`src/hw/rtl/kst_pkg.sv`:
```
// shared types and constants for the key session tracker
package kst_pkg;

    localparam int unsigned SESSIONS      = 10;
    localparam int unsigned SESS_W        = $clog2(SESSIONS);
    localparam int unsigned MAX_RESULTS   = 20;

    typedef enum logic [2:0] {
        REQ_PRESS   = 3'd0,
        REQ_RELEASE = 3'd1,
        REQ_POS     = 3'd2,
        REQ_LAYER   = 3'd3,
        REQ_TICK    = 3'd4
    } req_t;

    typedef enum logic [2:0] {
        ACT_START_PRESS   = 3'd0,
        ACT_START_RELEASE = 3'd1,
        ACT_CONT_PRESS    = 3'd2,
        ACT_CONT_RELEASE  = 3'd3,
        ACT_END_PRESS     = 3'd4,
        ACT_END_RELEASE   = 3'd5
    } act_t;

    typedef enum logic [1:0] {
        CFG_IGN_KEYS   = 2'd0,
        CFG_IGN_LAYERS = 2'd1,
        CFG_TIMEOUT    = 2'd2,
        CFG_TAP_HOLD   = 2'd3
    } cfg_idx_t;

    typedef enum logic [3:0] {
        ST_IDLE,
        ST_SCAN,
        ST_PRESS,
        ST_EMIT_SP,
        ST_EMIT_SR,
        ST_EMIT_CP,
        ST_EMIT_CR,
        ST_END_CR,
        ST_END_EP,
        ST_END_ER
    } state_t;

    // one word queued toward the output register
    typedef struct packed {
        act_t        action;
        logic [5:0]  position;
        logic [15:0] hold;
        logic        last;
    } word_t;

endpackage

```
`src/hw/rtl/kst_out_reg.sv`:
```
// output register holding one result word
module kst_out_reg (
    input  logic          aclk,
    input  logic          aresetn,
    input  logic          push,
    input  kst_pkg::word_t push_word,
    output logic          full,
    input  logic          m_ready,
    output logic          m_valid,
    output kst_pkg::word_t m_word
);
    logic           valid_reg;
    kst_pkg::word_t word_reg;

    always_ff @(posedge aclk) begin
        if (!aresetn) begin
            valid_reg <= 1'b0;
        end else if (push) begin
            valid_reg <= 1'b1;
        end else if (m_ready) begin
            valid_reg <= 1'b0;
        end
    end

    always_ff @(posedge aclk) begin
        if (push) begin
            word_reg <= push_word;
        end
    end

    assign full    = valid_reg && !m_ready;
    assign m_valid = valid_reg;
    assign m_word  = word_reg;
endmodule

```
`src/hw/rtl/key_session_interrupt_tracker.sv`:
```
// top level: session table, scanning sequencer and output register
// One item is handled by a sequencer that walks the ten-entry session table
// one entry per cycle through a single shared compare and decrement unit,
// and emits its result words, one per cycle while the output register is not
// full, into an output register; a tick resumes its scan after each ended
// session. A release of a tracked key passes through idle, a scan of all ten
// entries, an update step and one word. s_ready is low while an item is in
// work. Result words are ordered exactly as produced; last_action marks the
// final word of each item. Configuration writes are always accepted and are
// meant to be made only while no item is in work.
module key_session_interrupt_tracker (
    input  logic        aclk,
    input  logic        aresetn,
    input  logic        s_valid,
    output logic        s_ready,
    input  logic [2:0]  s_req_type,
    input  logic [5:0]  s_key_position,
    input  logic        s_key_down,
    input  logic [4:0]  s_layer_index,
    output logic        m_valid,
    input  logic        m_ready,
    output logic [2:0]  m_action,
    output logic [5:0]  m_action_position,
    output logic [15:0] m_hold_ticks,
    output logic        m_last_action,
    input  logic        cfg_valid,
    output logic        cfg_ready,
    input  logic [1:0]  cfg_index,
    input  logic [63:0] cfg_data
);
    localparam int unsigned N  = kst_pkg::SESSIONS;
    localparam int unsigned SW = kst_pkg::SESS_W;
    localparam logic [SW-1:0] LAST_IDX = SW'(N - 1);

    logic [63:0] ign_keys_reg;
    logic [31:0] ign_layers_reg;
    logic [15:0] timeout_reg;
    logic [15:0] tap_hold_reg;

    logic [N-1:0] active_reg, held_reg, first_reg, run_reg;
    logic [5:0]   key_reg  [N];
    logic [15:0]  left_reg [N];

    kst_pkg::state_t state_reg, state_next;
    logic [SW-1:0]   idx_reg, idx_next;
    logic [SW-1:0]   sel_reg, sel_next;
    logic            found_reg, found_next;
    logic            free_found_reg, free_found_next;
    logic [SW-1:0]   free_reg, free_next;
    logic [4:0]      cnt_reg, cnt_next;
    logic [15:0]     ehold_reg, ehold_next;
    logic            cont_reg, cont_next;   // resume scan after an ending (tick)
    kst_pkg::req_t   req_reg;
    logic [5:0]      pos_reg;
    logic            down_reg;
    logic [4:0]      layer_reg;

    logic           push, out_full;
    kst_pkg::word_t push_word, m_word;

    kst_out_reg u_out (
        .aclk(aclk), .aresetn(aresetn), .push(push), .push_word(push_word),
        .full(out_full), .m_ready(m_ready), .m_valid(m_valid), .m_word(m_word)
    );

    assign m_action          = m_word.action;
    assign m_action_position = m_word.position;
    assign m_hold_ticks      = m_word.hold;
    assign m_last_action     = m_word.last;
    assign cfg_ready         = 1'b1;
    assign s_ready           = (state_reg == kst_pkg::ST_IDLE);

    always_ff @(posedge aclk) begin
        if (!aresetn) begin
            ign_keys_reg   <= '0;
            ign_layers_reg <= '0;
            timeout_reg    <= '0;
            tap_hold_reg   <= '0;
        end else if (cfg_valid) begin
            unique case (kst_pkg::cfg_idx_t'(cfg_index))
                kst_pkg::CFG_IGN_KEYS:   ign_keys_reg   <= cfg_data;
                kst_pkg::CFG_IGN_LAYERS: ign_layers_reg <= cfg_data[31:0];
                kst_pkg::CFG_TIMEOUT:    timeout_reg    <= cfg_data[15:0];
                kst_pkg::CFG_TAP_HOLD:   tap_hold_reg   <= cfg_data[15:0];
                default: ;
            endcase
        end
    end

    // shared unit: one table entry seen per cycle
    logic        e_act, e_held, e_run;
    logic [5:0]  e_key;
    logic [15:0] e_left, e_dec;
    logic        key_match, ign_key, ign_layer;
    assign e_act     = active_reg[idx_reg];
    assign e_held    = held_reg[idx_reg];
    assign e_run     = run_reg[idx_reg];
    assign e_key     = key_reg[idx_reg];
    assign e_left    = left_reg[idx_reg];
    assign e_dec     = (e_left != 16'd0) ? e_left - 16'd1 : 16'd0;
    assign key_match = (e_key == pos_reg);
    assign ign_key   = ign_keys_reg[pos_reg];
    assign ign_layer = ign_layers_reg[layer_reg];

    // table write requests from the sequencer
    logic        w_en;
    logic [SW-1:0] w_idx;
    logic        w_act, w_held, w_first, w_run;
    logic [5:0]  w_key;
    logic [15:0] w_left;
    logic        last_idx, more_words;
    logic        tail_ends, tail_any;

    always_comb begin
        state_next      = state_reg;
        idx_next        = idx_reg;
        sel_next        = sel_reg;
        found_next      = found_reg;
        free_found_next = free_found_reg;
        free_next       = free_reg;
        cnt_next        = cnt_reg;
        ehold_next      = ehold_reg;
        cont_next       = cont_reg;
        push            = 1'b0;
        push_word       = '{kst_pkg::ACT_CONT_PRESS, pos_reg, 16'd0, 1'b0};
        w_en    = 1'b0;
        w_idx   = idx_reg;
        w_act   = e_act;
        w_held  = e_held;
        w_first = first_reg[idx_reg];
        w_run   = e_run;
        w_key   = e_key;
        w_left  = e_left;
        last_idx   = (idx_reg == LAST_IDX);
        more_words = 1'b0;

        unique case (state_reg)
            kst_pkg::ST_IDLE: begin
                idx_next = '0; found_next = 1'b0; free_found_next = 1'b0;
                cnt_next = '0; cont_next = 1'b0;
                if (s_valid) begin
                    state_next = kst_pkg::ST_SCAN;
                end
            end
            kst_pkg::ST_SCAN: begin
                state_next = kst_pkg::ST_SCAN;
                if (!last_idx) begin
                    idx_next = idx_reg + SW'(1);
                end
                priority case (req_reg)
                    kst_pkg::REQ_PRESS, kst_pkg::REQ_RELEASE: begin
                        if (!found_reg && e_act && key_match) begin
                            found_next = 1'b1; sel_next = idx_reg;
                        end
                        if (!free_found_reg && !e_act) begin
                            free_found_next = 1'b1; free_next = idx_reg;
                        end
                        if (last_idx) begin
                            state_next = kst_pkg::ST_PRESS;
                        end
                    end
                    kst_pkg::REQ_POS: begin
                        if (e_act && !key_match) begin
                            if (!ign_key) begin
                                sel_next = idx_reg; ehold_next = tap_hold_reg;
                                state_next = e_held ? kst_pkg::ST_END_CR
                                                    : kst_pkg::ST_END_EP;
                            end else begin
                                w_en = 1'b1;
                                if (down_reg) w_run = 1'b0;
                                else if (timeout_reg != 16'd0) begin
                                    w_run = 1'b1; w_left = timeout_reg;
                                end
                            end
                        end
                        if (last_idx && state_next == kst_pkg::ST_SCAN) begin
                            state_next = kst_pkg::ST_IDLE;
                        end
                    end
                    kst_pkg::REQ_LAYER: begin
                        if (down_reg && !ign_layer && e_act) begin
                            sel_next = idx_reg; ehold_next = 16'd0;
                            state_next = e_held ? kst_pkg::ST_END_CR
                                                : kst_pkg::ST_END_EP;
                        end else if (!down_reg || ign_layer || last_idx) begin
                            state_next = kst_pkg::ST_IDLE;
                        end
                    end
                    kst_pkg::REQ_TICK: begin
                        if (e_run) begin
                            w_en = 1'b1; w_left = e_dec;
                            if (e_dec == 16'd0) begin
                                if (e_act && !e_held) begin
                                    if (cnt_reg + 5'd2 <= 5'(kst_pkg::MAX_RESULTS)) begin
                                        sel_next = idx_reg;
                                        ehold_next = tap_hold_reg;
                                        cont_next = !last_idx;
                                        state_next = kst_pkg::ST_END_EP;
                                    end
                                end else begin
                                    w_run = 1'b0;
                                end
                            end
                        end
                        if (last_idx && state_next == kst_pkg::ST_SCAN) begin
                            state_next = kst_pkg::ST_IDLE;
                        end
                    end
                    default: state_next = kst_pkg::ST_IDLE;
                endcase
                // close an item whose scan ended with words already sent
                if (state_next == kst_pkg::ST_IDLE && cnt_reg != 5'd0) begin
                    state_next = kst_pkg::ST_IDLE;
                end
            end
            kst_pkg::ST_PRESS: begin
                state_next = kst_pkg::ST_IDLE;
                if (req_reg == kst_pkg::REQ_RELEASE) begin
                    if (found_reg) begin
                        w_en = 1'b1; w_idx = sel_reg;
                        w_act = 1'b1; w_held = 1'b0; w_key = key_reg[sel_reg];
                        w_first = first_reg[sel_reg];
                        w_run = run_reg[sel_reg]; w_left = left_reg[sel_reg];
                        if (timeout_reg != 16'd0) begin
                            w_run = 1'b1; w_left = timeout_reg;
                        end
                        state_next = kst_pkg::ST_EMIT_CR;
                    end
                end else if (found_reg || free_found_reg) begin
                    w_en = 1'b1; w_idx = found_reg ? sel_reg : free_reg;
                    w_act = 1'b1; w_held = 1'b1; w_key = pos_reg; w_first = 1'b0;
                    sel_next = w_idx;
                    if (found_reg) begin
                        w_run = run_reg[sel_reg]; w_left = left_reg[sel_reg];
                        state_next = first_reg[sel_reg] ? kst_pkg::ST_EMIT_SP
                                                        : kst_pkg::ST_EMIT_CP;
                    end else begin
                        w_run = 1'b0; w_left = 16'd0;
                        state_next = kst_pkg::ST_EMIT_SP;
                    end
                end
            end
            kst_pkg::ST_EMIT_SP, kst_pkg::ST_EMIT_SR, kst_pkg::ST_EMIT_CP,
            kst_pkg::ST_EMIT_CR: begin
                if (!out_full) begin
                    push = 1'b1;
                    unique case (state_reg)
                        kst_pkg::ST_EMIT_SP: begin
                            push_word.action = kst_pkg::ACT_START_PRESS;
                            state_next = kst_pkg::ST_EMIT_SR;
                        end
                        kst_pkg::ST_EMIT_SR: begin
                            push_word.action = kst_pkg::ACT_START_RELEASE;
                            state_next = kst_pkg::ST_EMIT_CP;
                        end
                        kst_pkg::ST_EMIT_CP: begin
                            push_word.action = kst_pkg::ACT_CONT_PRESS;
                            push_word.last = 1'b1;
                            state_next = kst_pkg::ST_IDLE;
                        end
                        default: begin
                            push_word.action = kst_pkg::ACT_CONT_RELEASE;
                            push_word.last = 1'b1;
                            state_next = kst_pkg::ST_IDLE;
                        end
                    endcase
                end
            end
            kst_pkg::ST_END_CR, kst_pkg::ST_END_EP, kst_pkg::ST_END_ER: begin
                push_word.position = key_reg[sel_reg];
                if (!out_full) begin
                    push = 1'b1;
                    cnt_next = cnt_reg + 5'd1;
                    unique case (state_reg)
                        kst_pkg::ST_END_CR: begin
                            push_word.action = kst_pkg::ACT_CONT_RELEASE;
                            state_next = kst_pkg::ST_END_EP;
                        end
                        kst_pkg::ST_END_EP: begin
                            push_word.action = kst_pkg::ACT_END_PRESS;
                            push_word.hold = ehold_reg;
                            w_en = 1'b1; w_idx = sel_reg;
                            w_act = 1'b0; w_run = 1'b0; w_held = held_reg[sel_reg];
                            w_first = first_reg[sel_reg]; w_key = key_reg[sel_reg];
                            w_left = left_reg[sel_reg];
                            state_next = kst_pkg::ST_END_ER;
                        end
                        default: begin
                            push_word.action = kst_pkg::ACT_END_RELEASE;
                            // tick: does any later entry still end a session
                            more_words = cont_reg && tail_ends;
                            push_word.last = !more_words;
                            state_next = cont_reg ? kst_pkg::ST_SCAN : kst_pkg::ST_IDLE;
                            if (cont_reg) idx_next = sel_reg + SW'(1);
                            if (cont_reg && !tail_any) state_next = kst_pkg::ST_IDLE;
                        end
                    endcase
                end
            end
            default: state_next = kst_pkg::ST_IDLE;
        endcase
    end

    // lookahead on later entries: whether a tick scan past sel_reg ends another
    // session with room left; also whether any remaining entry needs an update
    always_comb begin
        logic [4:0] c;
        tail_ends = 1'b0;
        tail_any  = 1'b0;
        c = cnt_reg + 5'd1;
        for (int i = 0; i < N; i++) begin
            if (SW'(i) > sel_reg && run_reg[i]) begin
                tail_any = 1'b1;
                if (left_reg[i] <= 16'd1 && active_reg[i] && !held_reg[i]
                    && c + 5'd2 <= 5'(kst_pkg::MAX_RESULTS)) begin
                    tail_ends = 1'b1;
                end
            end
        end
    end

    always_ff @(posedge aclk) begin
        if (!aresetn) begin
            state_reg      <= kst_pkg::ST_IDLE;
            active_reg     <= '0;
            held_reg       <= '0;
            first_reg      <= '0;
            run_reg        <= '0;
            idx_reg        <= '0;
            found_reg      <= 1'b0;
            free_found_reg <= 1'b0;
            cnt_reg        <= '0;
            cont_reg       <= 1'b0;
        end else begin
            state_reg      <= state_next;
            idx_reg        <= idx_next;
            found_reg      <= found_next;
            free_found_reg <= free_found_next;
            cnt_reg        <= cnt_next;
            cont_reg       <= cont_next;
            if (w_en) begin
                active_reg[w_idx] <= w_act;
                held_reg[w_idx]   <= w_held;
                first_reg[w_idx]  <= w_first;
                run_reg[w_idx]    <= w_run;
            end
        end
    end

    always_ff @(posedge aclk) begin
        sel_reg   <= sel_next;
        free_reg  <= free_next;
        ehold_reg <= ehold_next;
        if (w_en) begin
            key_reg[w_idx]  <= w_key;
            left_reg[w_idx] <= w_left;
        end
        if (s_valid && s_ready) begin
            req_reg   <= kst_pkg::req_t'(s_req_type);
            pos_reg   <= s_key_position;
            down_reg  <= s_key_down;
            layer_reg <= s_layer_index;
        end
    end

    // tick scan that emitted words must mark the last one; a scan that ends
    // after the last ending word has already marked it via lookahead
    a_ready_idle: assert property (@(posedge aclk) disable iff (!aresetn)
        s_ready |-> (state_reg == kst_pkg::ST_IDLE)) else $error("ready outside idle");
    a_no_push_full: assert property (@(posedge aclk) disable iff (!aresetn)
        push |-> !out_full) else $error("push into full output register");
    a_one_idx: assert property (@(posedge aclk) disable iff (!aresetn)
        (state_reg == kst_pkg::ST_SCAN) |-> (idx_reg <= LAST_IDX))
        else $error("scan index out of range");
endmodule

```
`config.mk`:
```
export PLATFORM = sky130hd
export DESIGN_NAME = key_session_interrupt_tracker
export DESIGN_NICKNAME = d
export VERILOG_FILES = /design/src/hw/rtl/kst_pkg.sv /design/src/hw/rtl/kst_out_reg.sv /design/src/hw/rtl/key_session_interrupt_tracker.sv
export SDC_FILE = /design/constraint.sdc
export NUM_CORES = 1
export LEC_CHECK = 0
export BUFFER_PORTS_ARGS = -buffer_cell sky130_fd_sc_hd__buf_2
export CAP_MARGIN = 20
export CORE_MARGIN = 1.5
export CORE_UTILIZATION = 30
export DETAILED_ROUTE_END_ITERATION = 10
export SLEW_MARGIN = 20
export SYNTH_ARGS = -nofsm -noshare
export SYNTH_HDL_FRONTEND = slang
export SYNTH_HIERARCHICAL = 1
export SYNTH_SLANG_ARGS = --single-unit
export TNS_END_PERCENT = 5
```
`constraint.sdc`:
```
create_clock -name aclk -period 5.6 [get_ports aclk]
set_input_delay 0.56 -clock aclk [delete_from_list [all_inputs] [get_ports aclk]]
set_output_delay 0.56 -clock aclk [all_outputs]
set_load 0.1 [all_outputs]
```
Yosys cells after proc, flatten, opt, wreduce, memory -nomap -nowiden
Memories as Yosys holds them, arrays and structs flattened. A register that Yosys moved wholly into a read port is not among the register bits.
Index checks and enable logic that the tools add are counted.
{"block": "totals", "reg_bits": 250, "ram_bits": 220, "in_bits": 86, "output_inout_bits": 29, "word_cells": 450, "mem_count": 2}
{"memory": "left_reg", "depth": 10, "width": 16, "rd": 12, "rd_clocked_by_memory_dff": 2, "write_ports": 1, "line": "key_session_interrupt_tracker.sv:42", "text": "logic [15:0] left_reg [N];"}
{"memory": "key_reg", "depth": 10, "width": 6, "rd": 2, "rd_clocked_by_memory_dff": 2, "write_ports": 1, "line": "key_session_interrupt_tracker.sv:41", "text": "logic [5:0] key_reg [N];"}
{"block": "op_classes", "addsub": 6, "magnitude_cmp": 28, "eq_ne": 52, "muxes": 221, "bitwise": 2, "reduce_logical": 113}
{"cell": "$mux W16", "count": 21}
{"cell": "$mux W4", "count": 46}
{"cell": "$le A16 B1 Y1 const B", "count": 10}
{"cell": "$mux W1", "count": 98}
{"cell": "$pmux W16 S3", "count": 2}
{"cell": "$logic_and A1 B1 Y1", "count": 55}
{"cell": "$ne A2 B2 Y1 const B", "count": 21}
{"cell": "$bwmux W10", "count": 4}
{"cell": "$pmux W16 S2", "count": 1}
{"cell": "$pmux W4 S4", "count": 2}
{"cell": "$reduce_bool A16 Y1", "count": 2}
{"cell": "$mux W6", "count": 5}
{"cell": "$bmux W1 S4", "count": 7}
{"cell": "$ne A3 B3 Y1 const B", "count": 8}
{"cell": "$pmux W4 S2", "count": 3}
{"cell": "$mux W22", "count": 1}
{"cell": "$logic_not A1 Y1", "count": 21}
{"cell": "$pmux W4 S5", "count": 1}
{"cell": "$mux W3", "count": 6}
{"cell": "$pmux W1 S2", "count": 9}
{"cell": "$pmux W3 S2", "count": 3}
{"cell": "$mux W17", "count": 1}
{"cell": "$eq A4 B3 Y1 const B", "count": 4}
{"cell": "$gt A3 B4 Y1 const A", "count": 4}
{"cell": "52 further kinds", "count": 87}

Depth between registers and ports, before layout
An unclocked memory read counts as a cell.
{"block": "depth", "ltp_word": 30, "depth_mapped": 18, "mapped_depth_nobuf": 11}

Cells and area by module
The synthesis kept the hierarchy.
{"mod": "key_session_interrupt_tracker", "instances": 1, "cells_each": 2251, "area_per_inst_um2": 27989.3, "seq_area_each_um2": 14503.9}
{"mod": "kst_out_reg", "instances": 1, "cells_each": 29, "area_per_inst_um2": 822.0, "seq_area_each_um2": 800.8}

Worst setup path before layout
No wires, ideal clock.
{"block": "synth_timing", "path_kind": "flip-flop to flip-flop", "start": "register (tool-made name)", "end": "register held_reg[8]", "setup_time_ns": 0.118, "arrival_ns": 4.505, "t_required_ns": 5.482, "slack_ns": 0.977, "path_stages_with_launch": 14, "path_buffers": 3, "synth_period_minus_slack_ns": 4.623, "path_cell_list": "dfxtp_1 buf_4 buf_2 buf_4 mux4_2 mux2i_1 xor2_1 nand3_1 o2111ai_1 o21ai_0 a21oi_1 nor4b_2 mux2i_1 nor2b_1"}
{"element": "to (signal, indexed assignment)", "line": "key_session_interrupt_tracker.sv:343", "text": "held_reg[w_idx] <= w_held;"}
{"element": "to (decl)", "line": "key_session_interrupt_tracker.sv:40", "text": "logic [N-1:0] active_reg, held_reg, first_reg, run_reg;"}

==> metrics.md <==
| Metric | Value |
|---|---|
| CP endpoint kind | register |
| CTS clk-pin slew, worst paths | 0.06 ns |
| Fraction of registers with async set/reset | 0% |
| Tightest Pin Transition | 1.084 ns |
| Share of cells above drive strength 1 | 23.39% |
| VDD IR max | 247.5 µV |
| Worst skew pair latency | 0.64 ns |
| Area growth from synthesis to layout | 15.31% |
| Area contributors post-synth | edfxtp_1, mux4_2, dfxtp_1, nand2_1, a21boi_0 |
| Cell variety after synth | 92 |
| H-tree depth | 2 |
| Mapped Area | 28810 µm² |
| CP Max Fanout | 22 |
| PD cells | 305.5 nW/µm² |
| Height of the die | 312.9 µm |
| Drt first pass iters | 7 |
| Max Cap Viol | 0 |
| Grt ovf | 0 |
| Vias/cell | 5.499 |
| Initial Util | 30.32% |
| Post-CTS setup buffers | 0 |
| Final ANT Viol Nets | 0 |
| Syn_area_per_cell | 12.64 µm² |
| Post-Layout Cell Count | 3708 |
| Final setup viols | 0 |
| Largest net degree at the start of global routing | 109 |
| Tmin final | 4.995 ns |
| Register bit total from synthesis | 574 |
| Area share of the largest cell type after synthesis | 39.71% |
| Final Max Slew Viols | 0 |
| Port Buffers | 113 |
| TritonCTS Buffers | 60 |
| Post-synth EDFFs | 381 |
| Final hold vios | 0 |
| GPL Wtd Cong | 0.9454 |
| Number of DRC markers in iteration 0 | 2592 |
| Tot Pwr | 10150 µW |
| Final wirelength | 87.49 mm |
| WP data required | 5.85 ns |
| Boundary Pins | 115 |
| Register Area | 15320 µm² |
| Inst Count DP | 3596 |
| Status | finished, final reports clean |
| Leak Pwr | 0.01067 µW |
| # resized after CTS | 0 |
| First-pass GRT wire length | 130.6 mm |
| Fillers | 9278 |
| Multi-input logic area | 12880 µm² |
| Die width | 312.9 µm |
| Syn_nets | 2374 |
| Synth Warn # | 6 |
| Vias post-DR | 20390 |
| Cell Rows | 113 |
| Setup crit start kind | register |
| Clock Path Buffers | 3 |
| Max_slew headroom | 27.76% |
| Gr usage total | 17.47% |
| Core Footprint | 95010 µm² |
| Antenna violations before repair | 0 |
| Final HPWL DP | 62.48 mm |
| Crit Path Class | reg2reg |
| Most common cell after layout, fill and taps aside | nand2_1 |
| Worst min path class | in2reg |
| Routed len/inst | 23.59 µm |
| Register area share after synthesis | 53.12% |
| CTS root buffer | clkbuf_16 |
| Die area | 97910 µm² |
| Unrepaired setup endpoints after global routing | no |
| Cells after Synth | 2280 |
| Tcrit/Tclk final | 89.19% |
| Setup TNS | 0 ns |
| Hold Buf Count CTS | 0 |
| Max reg flops | 256 |
| Most frequent cells in the layout | nand2_1, edfxtp_1, mux4_2 |
| Final setup skew | 0.04437 ns |
| Nets | 2488 |
| Achievable Freq | 200.2 MHz |
| Area leader, netlist | edfxtp_1 |
| Critical Path AT | 5.24 ns |
| Main synth FF type | edfxtp_1 |
| Vias in the first global route | 19710 |
| CTS tree | built |
| Clock sinks | 574 |
| # DRC | 0 |
## stage by stage
step | worst slack (ns) | area [µm²] | utilization [%] | hold slack, ns
after floorplan | 0.9765 | 28810 | - | 0.4029
after global placement | 0.6691 | 31110 | 32.74 | 0.4485
after detailed placement | 0.6477 | 31130 | 32.76 | 0.4537
after CTS | 0.6091 | 33200 | 34.94 | 0.06109
after global routing | 0.3738 | 33220 | 34.96 | 0.07426
final | 0.6051 | 33220 | 34.97 | 0.09177
## per-layer routing
layer  global-route usage, %  wire (µm)  part of all wire, %
met5                       0          0                    0
met4                   5.643       3105                  3.5
met3                   3.004       7487                  8.6
met2                   27.04      39380                   45
met1                   24.84      37510                   43
## critical path: stages (launching register included)
cell     delay (ns)
dfxtp_2        0.79
buf_4          0.46
nor2b_1        0.09
buf_4          0.19
a22oi_1        0.26
nand2_1        0.25
or4_1          0.73
or2_2          0.40
xnor2_1        0.16
o31ai_1        0.34
nor4b_4        0.39
a31o_2         0.50
## logic make-up (layout without fill, tap and decap cells)
family,count (synthesis),in the layout,share of synthesized area [%]
and+or+nand+nor,756,756,12.69
DFF,574,574,53.12
other,1,3,0.01302
AOI/OAI and AO/OA,429,429,10.48
muxes,315,315,19.95
adders and majority gates,8,8,0.3474
xor gates and xnor gates,25,25,0.7600
buffers and inverters,172,333,2.640
## where the power goes
group          total, µW  internal, µW  switching, µW  leakage (µW)
combinational       1210           445            762       0.00468
clock               4150          2440           1710      0.000982
sequential          4790          4690            103       0.00500
## worst paths after layout
check,startpoint,end,slack [ns],depth (start not counted)
setup / recovery,register,ehold_reg[0],0.61,11
setup reg to reg,register,ehold_reg[0],0.61,11
hold reg to reg,tap_hold_reg[1],tap_hold_reg[1],0.46,2
hold / removal,s_key_down,down_reg,0.09,1
## cells in the mapped netlist (all sizes together) (4+ instances only)
library cell / instances
o31ai: 5
inv: 16
o22ai: 8
mux4: 204
a221o: 5
ha: 8
mux2: 12
a222oi: 4
nand3b: 5
a21oi: 64
nor4: 37
nor3b: 6
o21a: 6
xnor2: 9
nand4: 16
a21boi: 134
buf: 43
edfxtp: 381
o21ai: 75
or3: 7
or3b: 4
a31oi: 7
clkbuf: 113
nor3: 26
o211a: 12
or2: 5
mux2i: 99
xor2: 16
nand2b: 11
a22o: 7
a221oi: 20
nor2: 88
nor2b: 39
nand2: 400
nand3: 37
a22oi: 29
a211oi: 14
and2: 46
dfxtp: 193
nor4b: 10
or4b: 4
o211ai: 10
## cell type report
type / instances / share of cell area [%]
timing repair buffer: 208 / 3.947
clock buffer: 78 / 5.066
sequential: 574 / 46.11
clock inverter: 31 / 1.156
inverter: 16 / 0.1808
tap: 1265 / 4.764
antenna: 2 / 0.01506
multi-input combinational: 1534 / 38.77
Power figures use the tool's default switching activity.
